===== config.mk =====
export PLATFORM = sky130hd
export DESIGN_NAME = segment_fit_search_flat
export DESIGN_NICKNAME = d
export VERILOG_FILES = /design/src/sfs_pkg.sv /design/src/sfs_if.sv /design/src/sfs_ram.sv /design/src/segment_fit_search.sv /design/src/flat_wrapper.sv
export SDC_FILE = /design/constraint.sdc
export NUM_CORES = 1
export LEC_CHECK = 0
export ABC_AREA = 0
export BUFFER_PORTS_ARGS = -buffer_cell sky130_fd_sc_hd__buf_2
export CAP_MARGIN = 20
export CORE_MARGIN = 1
export CORE_UTILIZATION = 30
export DETAILED_ROUTE_END_ITERATION = 7
export HOLD_SLACK_MARGIN = 0.03
export PLACE_DENSITY = 0.49
export SLEW_MARGIN = 10
export SYNTH_ARGS = -nofsm -noshare
export SYNTH_HDL_FRONTEND = slang
export SYNTH_HIERARCHICAL = 1
export SYNTH_SLANG_ARGS = --single-unit

===== constraint.sdc =====
create_clock -name clock -period 6.57 [get_ports clock]
set_input_delay 1.314 -clock clock [delete_from_list [all_inputs] [get_ports clock]]
set_output_delay 1.314 -clock clock [all_outputs]
set_load 0.1 [all_outputs]

===== src/sfs_pkg.sv =====
// Shared constants and opcodes of the segment fit search block.
// No dependencies; sfs_if and segment_fit_search take names from here by scope.
`timescale 1ns / 1ps

package sfs_pkg;

   localparam int SEGMENTS_DEF      = 64;
   localparam int CAPACITY_BITS_DEF = 16;

   localparam int OPCODE_W = 2;
   localparam int FIELD_W  = 16;
   localparam int OUT_IDX_W = 6;

   localparam logic [OPCODE_W-1:0] OP_CLEAR  = 2'd0;
   localparam logic [OPCODE_W-1:0] OP_APPEND = 2'd1;
   localparam logic [OPCODE_W-1:0] OP_QUERY  = 2'd2;
   localparam logic [OPCODE_W-1:0] OP_UNUSED = 2'd3;

endpackage


===== src/sfs_if.sv =====
// Valid/ready channel interfaces for the request and response sides.
// Depends on sfs_pkg for field widths.
`timescale 1ns / 1ps

interface sfs_req_if;
   logic                           valid;
   logic                           ready;
   logic [sfs_pkg::OPCODE_W-1:0]   opcode;
   logic [sfs_pkg::FIELD_W-1:0]    segment_capacity_in;
   logic                           segment_is_free;
   logic [sfs_pkg::FIELD_W-1:0]    request_size;

   modport source (output valid, opcode, segment_capacity_in, segment_is_free, request_size,
                   input ready);
   modport sink   (input valid, opcode, segment_capacity_in, segment_is_free, request_size,
                   output ready);
endinterface

interface sfs_rsp_if;
   logic                           valid;
   logic                           ready;
   logic                           first_found;
   logic [sfs_pkg::OUT_IDX_W-1:0]  first_index;
   logic [sfs_pkg::FIELD_W-1:0]    first_capacity;
   logic                           best_found;
   logic [sfs_pkg::OUT_IDX_W-1:0]  best_index;
   logic [sfs_pkg::FIELD_W-1:0]    best_capacity;
   logic                           worst_found;
   logic [sfs_pkg::OUT_IDX_W-1:0]  worst_index;
   logic [sfs_pkg::FIELD_W-1:0]    worst_capacity;

   modport source (output valid, first_found, first_index, first_capacity,
                   best_found, best_index, best_capacity,
                   worst_found, worst_index, worst_capacity,
                   input ready);
   modport sink   (input valid, first_found, first_index, first_capacity,
                   best_found, best_index, best_capacity,
                   worst_found, worst_index, worst_capacity,
                   output ready);
endinterface


===== src/sfs_ram.sv =====
// Generic single-write, single-read RAM with registered read data.
// No dependencies.
`timescale 1ns / 1ps

module sfs_ram #(
   parameter int WIDTH = 17,
   parameter int DEPTH = 64,
   localparam int ADDR_W = (DEPTH > 1) ? $clog2(DEPTH) : 1
) (
   input  logic              clock,
   input  logic              wr_en,
   input  logic [ADDR_W-1:0] wr_addr,
   input  logic [WIDTH-1:0]  wr_data,
   input  logic              rd_en,
   input  logic [ADDR_W-1:0] rd_addr,
   output logic [WIDTH-1:0]  rd_data
);

   logic [WIDTH-1:0] mem_ff [DEPTH];

   always_ff @(posedge clock) begin
      if (wr_en) begin
         mem_ff[wr_addr] <= wr_data;
      end
      if (rd_en) begin
         rd_data <= mem_ff[rd_addr];
      end
   end

endmodule


===== src/segment_fit_search.sv =====
// Segment table with first, best and worst fit search over free segments.
// Depends on sfs_pkg, sfs_if (sfs_req_if, sfs_rsp_if) and sfs_ram.
//
//   channel    dir   transfer carries
//   req_chan   in    opcode, segment capacity, free mark, request size
//   rsp_chan   out   found/index/capacity for first, best and worst fit
//
// Clear, append and unused opcodes give no response.
// A query reads the stored segments from the RAM one per cycle through one
// compare/subtract unit.
// Reset empties the table at once; no clearing pass.
// A finished response waits in the output register; a new request is taken
// meanwhile, but a later query holds in its last state until the register frees.
`timescale 1ns / 1ps

module segment_fit_search #(
   parameter int SEGMENTS      = sfs_pkg::SEGMENTS_DEF,
   parameter int CAPACITY_BITS = sfs_pkg::CAPACITY_BITS_DEF
) (
   input  logic         clock,
   input  logic         reset,
   sfs_req_if.sink      req_chan,
   sfs_rsp_if.source    rsp_chan
);

   localparam int IDX_W = (SEGMENTS > 1) ? $clog2(SEGMENTS) : 1;
   localparam int CNT_W = $clog2(SEGMENTS + 1);
   localparam int CMP_W = (CAPACITY_BITS > sfs_pkg::FIELD_W) ? CAPACITY_BITS : sfs_pkg::FIELD_W;
   localparam int FW    = sfs_pkg::FIELD_W;
   localparam int OW    = sfs_pkg::OUT_IDX_W;

   typedef enum logic [2:0] {
      ST_IDLE = 3'b001,
      ST_SCAN = 3'b010,
      ST_DONE = 3'b100
   } sfs_state_type;

   sfs_state_type state_ff, state_in;
   logic [CNT_W-1:0] count_ff, count_in;
   logic             issue_ff, issue_in;
   logic [IDX_W-1:0] addr_ff, addr_in;
   logic             cmp_vld_ff, cmp_vld_in;
   logic             cmp_last_ff, cmp_last_in;
   logic [IDX_W-1:0] cmp_idx_ff, cmp_idx_in;
   logic [FW-1:0]    request_ff, request_in;

   logic                     first_found_ff, first_found_in;
   logic [IDX_W-1:0]         first_idx_ff, first_idx_in;
   logic [CAPACITY_BITS-1:0] first_cap_ff, first_cap_in;
   logic                     best_found_ff, best_found_in;
   logic [IDX_W-1:0]         best_idx_ff, best_idx_in;
   logic [CAPACITY_BITS-1:0] best_cap_ff, best_cap_in;
   logic [CMP_W-1:0]         best_slack_ff, best_slack_in;
   logic                     worst_found_ff, worst_found_in;
   logic [IDX_W-1:0]         worst_idx_ff, worst_idx_in;
   logic [CAPACITY_BITS-1:0] worst_cap_ff, worst_cap_in;
   logic [CMP_W-1:0]         worst_slack_ff, worst_slack_in;

   logic          rsp_valid_ff, rsp_valid_in;
   logic          rsp_ff_found_ff [3];
   logic [OW-1:0] rsp_ff_idx_ff [3];
   logic [FW-1:0] rsp_ff_cap_ff [3];
   logic          rsp_load;

   logic                     ram_wr_en;
   logic [CAPACITY_BITS:0]   ram_wr_data;
   logic                     ram_rd_en;
   logic [CAPACITY_BITS:0]   ram_rd_data;

   logic [CAPACITY_BITS+FW-1:0] cap_in_ext;
   logic [CMP_W+FW-1:0]         rd_cap_ext;
   logic [CMP_W+FW-1:0]         req_ext;
   logic [CMP_W-1:0]            rd_cap_w;
   logic [CMP_W-1:0]            req_w;
   logic [CMP_W-1:0]            slack;
   logic                        fits;
   logic                        req_xfer;

   // mask the appended capacity to the table width
   assign cap_in_ext  = {{CAPACITY_BITS{1'b0}}, req_chan.segment_capacity_in};
   assign ram_wr_data = {req_chan.segment_is_free, cap_in_ext[CAPACITY_BITS-1:0]};

   assign rd_cap_ext = {{(CMP_W + FW - CAPACITY_BITS){1'b0}}, ram_rd_data[CAPACITY_BITS-1:0]};
   assign req_ext    = {{CMP_W{1'b0}}, request_ff};
   assign rd_cap_w   = rd_cap_ext[CMP_W-1:0];
   assign req_w      = req_ext[CMP_W-1:0];
   assign slack      = rd_cap_w - req_w;
   assign fits       = ram_rd_data[CAPACITY_BITS] && (rd_cap_w >= req_w);

   assign req_chan.ready = (state_ff == ST_IDLE);
   assign req_xfer       = req_chan.valid && req_chan.ready;
   assign ram_wr_en      = req_xfer && (req_chan.opcode == sfs_pkg::OP_APPEND)
                           && (count_ff < CNT_W'(SEGMENTS));
   assign ram_rd_en      = (state_ff == ST_SCAN) && issue_ff;
   assign rsp_load       = (state_ff == ST_DONE) && (!rsp_valid_ff || rsp_chan.ready);

   sfs_ram #(
      .WIDTH (CAPACITY_BITS + 1),
      .DEPTH (SEGMENTS)
   ) u_table (
      .clock   (clock),
      .wr_en   (ram_wr_en),
      .wr_addr (count_ff[IDX_W-1:0]),
      .wr_data (ram_wr_data),
      .rd_en   (ram_rd_en),
      .rd_addr (addr_ff),
      .rd_data (ram_rd_data)
   );

   always_comb begin
      state_in       = state_ff;
      count_in       = count_ff;
      issue_in       = issue_ff;
      addr_in        = addr_ff;
      cmp_vld_in     = 1'b0;
      cmp_last_in    = 1'b0;
      cmp_idx_in     = addr_ff;
      request_in     = request_ff;
      first_found_in = first_found_ff;
      first_idx_in   = first_idx_ff;
      first_cap_in   = first_cap_ff;
      best_found_in  = best_found_ff;
      best_idx_in    = best_idx_ff;
      best_cap_in    = best_cap_ff;
      best_slack_in  = best_slack_ff;
      worst_found_in = worst_found_ff;
      worst_idx_in   = worst_idx_ff;
      worst_cap_in   = worst_cap_ff;
      worst_slack_in = worst_slack_ff;
      rsp_valid_in   = rsp_valid_ff;

      if (rsp_chan.ready) begin
         rsp_valid_in = 1'b0;
      end

      unique case (state_ff)
         ST_IDLE: begin
            if (req_xfer) begin
               unique case (req_chan.opcode)
                  sfs_pkg::OP_CLEAR: begin
                     count_in = '0;
                  end
                  sfs_pkg::OP_APPEND: begin
                     if (ram_wr_en) begin
                        count_in = count_ff + CNT_W'(1);
                     end
                  end
                  sfs_pkg::OP_QUERY: begin
                     request_in     = req_chan.request_size;
                     first_found_in = 1'b0;
                     first_idx_in   = '0;
                     first_cap_in   = '0;
                     best_found_in  = 1'b0;
                     best_idx_in    = '0;
                     best_cap_in    = '0;
                     best_slack_in  = '0;
                     worst_found_in = 1'b0;
                     worst_idx_in   = '0;
                     worst_cap_in   = '0;
                     worst_slack_in = '0;
                     addr_in        = '0;
                     if (count_ff == '0) begin
                        state_in = ST_DONE;
                     end else begin
                        issue_in = 1'b1;
                        state_in = ST_SCAN;
                     end
                  end
                  sfs_pkg::OP_UNUSED: begin
                  end
                  default: begin
                  end
               endcase
            end
         end
         ST_SCAN: begin
            // issue one read per cycle
            if (issue_ff) begin
               cmp_vld_in  = 1'b1;
               cmp_idx_in  = addr_ff;
               cmp_last_in = (CNT_W'(addr_ff) + CNT_W'(1) == count_ff);
               addr_in     = addr_ff + IDX_W'(1);
               if (cmp_last_in) begin
                  issue_in = 1'b0;
               end
            end
            // evaluate the entry read last cycle
            if (cmp_vld_ff) begin
               if (fits) begin
                  if (!first_found_ff) begin
                     first_found_in = 1'b1;
                     first_idx_in   = cmp_idx_ff;
                     first_cap_in   = ram_rd_data[CAPACITY_BITS-1:0];
                  end
                  if (!best_found_ff || (slack < best_slack_ff)) begin
                     best_found_in = 1'b1;
                     best_idx_in   = cmp_idx_ff;
                     best_cap_in   = ram_rd_data[CAPACITY_BITS-1:0];
                     best_slack_in = slack;
                  end
                  if (!worst_found_ff || (slack > worst_slack_ff)) begin
                     worst_found_in = 1'b1;
                     worst_idx_in   = cmp_idx_ff;
                     worst_cap_in   = ram_rd_data[CAPACITY_BITS-1:0];
                     worst_slack_in = slack;
                  end
               end
               if (cmp_last_ff) begin
                  state_in = ST_DONE;
               end
            end
         end
         ST_DONE: begin
            if (rsp_load) begin
               rsp_valid_in = 1'b1;
               state_in     = ST_IDLE;
            end
         end
         default: begin
            state_in = ST_IDLE;
         end
      endcase
   end

   always_ff @(posedge clock) begin
      if (reset) begin
         state_ff     <= ST_IDLE;
         count_ff     <= '0;
         issue_ff     <= 1'b0;
         cmp_vld_ff   <= 1'b0;
         rsp_valid_ff <= 1'b0;
      end else begin
         state_ff     <= state_in;
         count_ff     <= count_in;
         issue_ff     <= issue_in;
         cmp_vld_ff   <= cmp_vld_in;
         rsp_valid_ff <= rsp_valid_in;
      end
   end

   always_ff @(posedge clock) begin
      addr_ff        <= addr_in;
      cmp_last_ff    <= cmp_last_in;
      cmp_idx_ff     <= cmp_idx_in;
      request_ff     <= request_in;
      first_found_ff <= first_found_in;
      first_idx_ff   <= first_idx_in;
      first_cap_ff   <= first_cap_in;
      best_found_ff  <= best_found_in;
      best_idx_ff    <= best_idx_in;
      best_cap_ff    <= best_cap_in;
      best_slack_ff  <= best_slack_in;
      worst_found_ff <= worst_found_in;
      worst_idx_ff   <= worst_idx_in;
      worst_cap_ff   <= worst_cap_in;
      worst_slack_ff <= worst_slack_in;
   end

   // trim index and capacity to the response field widths
   logic [IDX_W+OW-1:0]         first_idx_ext, best_idx_ext, worst_idx_ext;
   logic [CAPACITY_BITS+FW-1:0] first_cap_ext, best_cap_ext, worst_cap_ext;

   assign first_idx_ext = {{OW{1'b0}}, first_idx_ff};
   assign best_idx_ext  = {{OW{1'b0}}, best_idx_ff};
   assign worst_idx_ext = {{OW{1'b0}}, worst_idx_ff};
   assign first_cap_ext = {{FW{1'b0}}, first_cap_ff};
   assign best_cap_ext  = {{FW{1'b0}}, best_cap_ff};
   assign worst_cap_ext = {{FW{1'b0}}, worst_cap_ff};

   always_ff @(posedge clock) begin
      if (rsp_load) begin
         rsp_ff_found_ff[0] <= first_found_ff;
         rsp_ff_idx_ff[0]   <= first_idx_ext[OW-1:0];
         rsp_ff_cap_ff[0]   <= first_cap_ext[FW-1:0];
         rsp_ff_found_ff[1] <= best_found_ff;
         rsp_ff_idx_ff[1]   <= best_idx_ext[OW-1:0];
         rsp_ff_cap_ff[1]   <= best_cap_ext[FW-1:0];
         rsp_ff_found_ff[2] <= worst_found_ff;
         rsp_ff_idx_ff[2]   <= worst_idx_ext[OW-1:0];
         rsp_ff_cap_ff[2]   <= worst_cap_ext[FW-1:0];
      end
   end

   assign rsp_chan.valid          = rsp_valid_ff;
   assign rsp_chan.first_found    = rsp_ff_found_ff[0];
   assign rsp_chan.first_index    = rsp_ff_idx_ff[0];
   assign rsp_chan.first_capacity = rsp_ff_cap_ff[0];
   assign rsp_chan.best_found     = rsp_ff_found_ff[1];
   assign rsp_chan.best_index     = rsp_ff_idx_ff[1];
   assign rsp_chan.best_capacity  = rsp_ff_cap_ff[1];
   assign rsp_chan.worst_found    = rsp_ff_found_ff[2];
   assign rsp_chan.worst_index    = rsp_ff_idx_ff[2];
   assign rsp_chan.worst_capacity = rsp_ff_cap_ff[2];

endmodule

===== src/flat_wrapper.sv =====
// flat-port wrapper written by rule: the top's interface ports become plain ports
module segment_fit_search_flat 
#(
   parameter int SEGMENTS      = sfs_pkg::SEGMENTS_DEF,
   parameter int CAPACITY_BITS = sfs_pkg::CAPACITY_BITS_DEF
)
  (clock, reset, req_chan_valid, req_chan_opcode, req_chan_segment_capacity_in, req_chan_segment_is_free, req_chan_request_size, req_chan_ready, rsp_chan_valid, rsp_chan_first_found, rsp_chan_first_index, rsp_chan_first_capacity, rsp_chan_best_found, rsp_chan_best_index, rsp_chan_best_capacity, rsp_chan_worst_found, rsp_chan_worst_index, rsp_chan_worst_capacity, rsp_chan_ready);
  sfs_req_if req_chan_i ();
  sfs_rsp_if rsp_chan_i ();
  input  logic clock;
  input  logic reset;
  input wire logic [$bits(req_chan_i.valid)-1:0] req_chan_valid;
  input wire logic [$bits(req_chan_i.opcode)-1:0] req_chan_opcode;
  input wire logic [$bits(req_chan_i.segment_capacity_in)-1:0] req_chan_segment_capacity_in;
  input wire logic [$bits(req_chan_i.segment_is_free)-1:0] req_chan_segment_is_free;
  input wire logic [$bits(req_chan_i.request_size)-1:0] req_chan_request_size;
  output wire logic [$bits(req_chan_i.ready)-1:0] req_chan_ready;
  output wire logic [$bits(rsp_chan_i.valid)-1:0] rsp_chan_valid;
  output wire logic [$bits(rsp_chan_i.first_found)-1:0] rsp_chan_first_found;
  output wire logic [$bits(rsp_chan_i.first_index)-1:0] rsp_chan_first_index;
  output wire logic [$bits(rsp_chan_i.first_capacity)-1:0] rsp_chan_first_capacity;
  output wire logic [$bits(rsp_chan_i.best_found)-1:0] rsp_chan_best_found;
  output wire logic [$bits(rsp_chan_i.best_index)-1:0] rsp_chan_best_index;
  output wire logic [$bits(rsp_chan_i.best_capacity)-1:0] rsp_chan_best_capacity;
  output wire logic [$bits(rsp_chan_i.worst_found)-1:0] rsp_chan_worst_found;
  output wire logic [$bits(rsp_chan_i.worst_index)-1:0] rsp_chan_worst_index;
  output wire logic [$bits(rsp_chan_i.worst_capacity)-1:0] rsp_chan_worst_capacity;
  input wire logic [$bits(rsp_chan_i.ready)-1:0] rsp_chan_ready;
  assign req_chan_i.valid = req_chan_valid;
  assign req_chan_i.opcode = req_chan_opcode;
  assign req_chan_i.segment_capacity_in = req_chan_segment_capacity_in;
  assign req_chan_i.segment_is_free = req_chan_segment_is_free;
  assign req_chan_i.request_size = req_chan_request_size;
  assign req_chan_ready = req_chan_i.ready;
  assign rsp_chan_valid = rsp_chan_i.valid;
  assign rsp_chan_first_found = rsp_chan_i.first_found;
  assign rsp_chan_first_index = rsp_chan_i.first_index;
  assign rsp_chan_first_capacity = rsp_chan_i.first_capacity;
  assign rsp_chan_best_found = rsp_chan_i.best_found;
  assign rsp_chan_best_index = rsp_chan_i.best_index;
  assign rsp_chan_best_capacity = rsp_chan_i.best_capacity;
  assign rsp_chan_worst_found = rsp_chan_i.worst_found;
  assign rsp_chan_worst_index = rsp_chan_i.worst_index;
  assign rsp_chan_worst_capacity = rsp_chan_i.worst_capacity;
  assign rsp_chan_i.ready = rsp_chan_ready;
  segment_fit_search #(.SEGMENTS(SEGMENTS), .CAPACITY_BITS(CAPACITY_BITS)) u_core (.clock(clock), .reset(reset), .req_chan(req_chan_i), .rsp_chan(rsp_chan_i));
endmodule

==> impl_metrics.csv <==
group,metric,value,unit
place,post-dp-hpwl,75.5,mm
sta,timing.final.crit_share,70.6,%
power,max_ir_drop_vdd,0.224,mV
power,leakage,19.0,nW
critical_path,timing.setup.critical_path_class,"reg2reg",
die,floorplan.die_area,0.172,mm2
power,power.switching_fraction,21.8,%
critical_path,path_max_fanout,32,
die,initial_core_utilization,30.2,%
final_layout,design.final.nets,2800,
sta,timing_hold_violations_final,0,
power,seqPwrFrac,51.6,%
synth,post_synth_fa_ha_maj_area_fraction,1.26,%
clocking,cts_root_buffer,"clkbuf_16",
status,run_status,"complete, no violations",
clocking,cts.sink_count,1317,
die,fp-row-count,151,
grt,largest_net_degree_at_the_start_of_global_routing,104,
synth,synth_flop_cell,"edfxtp_1",
clocking,clk_pin_slew_worst_paths,60,ps
grt,grt_pass1_wl,187,mm
detailed_routing,drt-pass1-iter-count,5,
die,die_h,415,um
detailed_routing,drt_wl_total,130,mm
sta,worstMarginPinSlew,1150,ps
critical_path,worst_ep_arrival_time,5030,ps
die,design.portCount,110,
grt,global_route_congestion_overflow_total,0,
final_layout,fillerInstances,15765,
detailed_routing,drc,0,
synth,most_used_standard_cell_by_instance_count_after_synthesis,"edfxtp_1",
detailed_routing,drt-vias-per-instance,4.96,
synth,syn_area_per_cell,20.6,um2
synth,synth.area.mux_share,13.3,%
clocking,cts-htree-levels,4,
critical_path,setup.worst_path.end_class,"flop",
power,power.switching,3.94,mW
synth,post_synth_main_area_contributors,"edfxtp_1 76%, mux4_2 12%, ha_1 1.2%",
synth,synth.net_count,2566,
final_layout,final_core_util,35.1,%
power,cell_int_power,14.1,mW
synth,synth_seq_cells,1317,
grt,globalRouteTotalUtil,15.0,%
synth,synth_cell_type_count,74,
clocking,post_cts.resized_instances,0,
sta,setup_clock_skew_after_layout,23.5,ps
synth,area_of_the_mapped_netlist,0.0511,mm2
sta,whs,416,ps
critical_path,critPathLaunchType,"flop",
synth,post_synth_xor_area_fraction,0.428,%
synth,yosys-top-cells-count,"1297 x edfxtp_1, 272 x mux4_2, 114 x nor2_1",
synth,yosysSeqAreaShare,77.0,%
power,part_of_the_total_power_dissipated_in_the_clock_network,43.6,%
synth,synth_largest_area_cell,"edfxtp_1",
final_layout,synthToLayoutAreaGrowth,16.2,%
die,die_w,415,um
min_path,min-delay-path-class,"reg2reg",
sta,rsz0062_at_grt,"no",
synth,largest_family_of_logic_cells_by_synthesized_area,"multiplexers",
power,power_density,304,mW/mm2
sta,maxSlewHeadroom,22.3,%
detailed_routing,initialDrtViolationCount,2358,
sta,setup_viol_count_final,0,
detailed_routing,ant_nets,0,
clocking,cts.path.max_buffers,3,
flow_run,cap_violations,0,
power,comb_power_share,4.8,%
clocking,cts_tree,"done",
synth,postSynth.asyncResetShare,0,%
place,post-place-ws,1890,ps
detailed_routing,vias_after_detailed_routing,24985,
place,routability_congestion_estimate,0.811,
final_layout,final_layout_size_suffix_gt1_share,26.4,%
sta,setup_total_negative_slack,0,ps
clocking,clock_network_latency_to_the_later_pin_of_the_worst_skew_pair,780,ps
sta,timing.final.crit_period,4640,ps
synth,synth.yosys.warnings,6,
sta,finalWorstSetupSlack,1930,ps
critical_path,cp.required,6970,ps
die,core_region_area,0.169,mm2
synth,synth.top_cell.area_share,76.2,%
place,io_buffer_count,109,
synth,synth_simple_gate_area_share,3.36,%
detailed_routing,routed_wire_length_per_instance,25.7,um
grt,antenna_violations_before_repair,7,
synth,postSynthCellCount,2476,
clocking,postCtsHoldBufs,0,
clocking,cts_setup_buffers,0,
power,post-layout-total-power,18.1,mW
clocking,cts_buffers,139,
sta,timing_max_transition_violations_final,0,
synth,synth_compound_area_share,3.02,%
grt,grt_pass1_vias,25911,
synth,edff_count_synth,1297,
sta,maxClockFrequency,216,MHz
-- layout make-up --
cell class	instances	area, um2	share of cell area [%]
clock inverters	85	906	1.53
multi-input cells	975	11000	18.5
diodes	3	7.51	0.0126
inverters	58	218	0.367
repair buffers	219	1500	2.53
clock buffers	167	3640	6.12
well taps	2218	2780	4.67
flip-flops and latches	1317	39300	66.2
-- through the flow --
step	instance area [um2]	cells
3_3_place_gp	54800	4779
4_1_cts	59300	5035
5_1_grt	59400	5039
2_1_floorplan	51100	2476
3_5_place_dp	54800	4783
6_report	59400	5042
-- power groups by stage --
stage | registers (mW) | clock network [mW] | logic (mW)
after CTS | 9.33 | 8.07 | 0.885
after global routing | 9.33 | 8.37 | 0.933
after floorplan | 9.57 | 0 | 0.429
final | 9.33 | 7.87 | 0.874
after global placement | 9.50 | 0 | 0.864
after detailed placement | 9.50 | 0 | 0.882
-- metal layers --
metal / wire [um] / global-route usage [%] / up-vias
li1: - / - / 10650
met1: 56500 / 20.1 / 13375
met2: 61600 / 23.9 / 763
met3: 8210 / 3.55 / 189
met4: 3430 / 5.15 / 8
met5: 57 / 0 / -
-- flip-flops by register name, indices dropped and copies added, names as in the netlist, 3 cells and up --
register	cells
u_core/best_cap_ff	16
u_core/rsp_ff_cap_ff	48
u_core/first_idx_ff	6
u_core/best_slack_ff	16
u_core/worst_idx_ff	6
u_core/cmp_idx_ff	6
u_core/state_ff	3
u_core/first_cap_ff	16
u_core/req_w	16
u_core/worst_cap_ff	16
u_core/rsp_ff_found_ff	3
u_core/addr_ff	6
u_core/best_idx_ff	6
u_core/count_ff	7
u_core/u_table/mem_ff	1088
u_core/worst_slack_ff	16
u_core/rsp_ff_idx_ff	18
u_core/u_table/rd_data	17
-- critical path, cell delays in order (launching register included) --
cell and delay, ps:
edfxtp_1 380, ha_1 220, fa_1 440, nor2b_4 150
o21ba_4 160, o21ai_0 80, a21oi_1 250, mux2i_1 270
nand2_1 110, ha_1 220, or4_1 460, a221oi_1 220
o21ai_0 120, nor2_1 120, o41ai_1 140, a31oi_4 360
buf_4 510
-- cells in the final DEF (no fill, tap or decap), types with 17 or more instances in the layout --
cell and n:
a211oi_1 19, a21oi_1 40, and2_1 30, buf_2 109
buf_4 98, clkbuf_1 25, clkbuf_16 141, clkinv_1 28
clkinv_2 20, dfxtp_1 20, edfxtp_1 1297, ha_1 50
inv_1 57, mux2_2 17, mux2i_1 50, mux4_2 272
nand2_1 55, nand3_1 24, nor2_1 107, nor2b_1 24
nor3_1 18, o21ai_0 28, o221ai_1 17
-- final timing paths --
path | to | slack, ps | depth (start not counted) | startpoint
max | u_core/best_idx_ff[4] | 1930 | 16 | u_core/req_w[0]
min | u_core/rsp_ff_idx_ff[0][3] | 420 | 0 | u_core/first_idx_ff[3]
max reg2reg | u_core/best_idx_ff[4] | 1930 | 16 | u_core/req_w[0]
min reg2reg | u_core/rsp_ff_idx_ff[0][3] | 420 | 0 | u_core/first_idx_ff[3]
-- kinds of logic after synthesis --
family	Yosys count
fa+ha+maj	51
mux	339
simple gates	340
xor+xnor	25
buf+inv	184
compound gates	220
flops	1317
(Power assumes the default switching activity.)
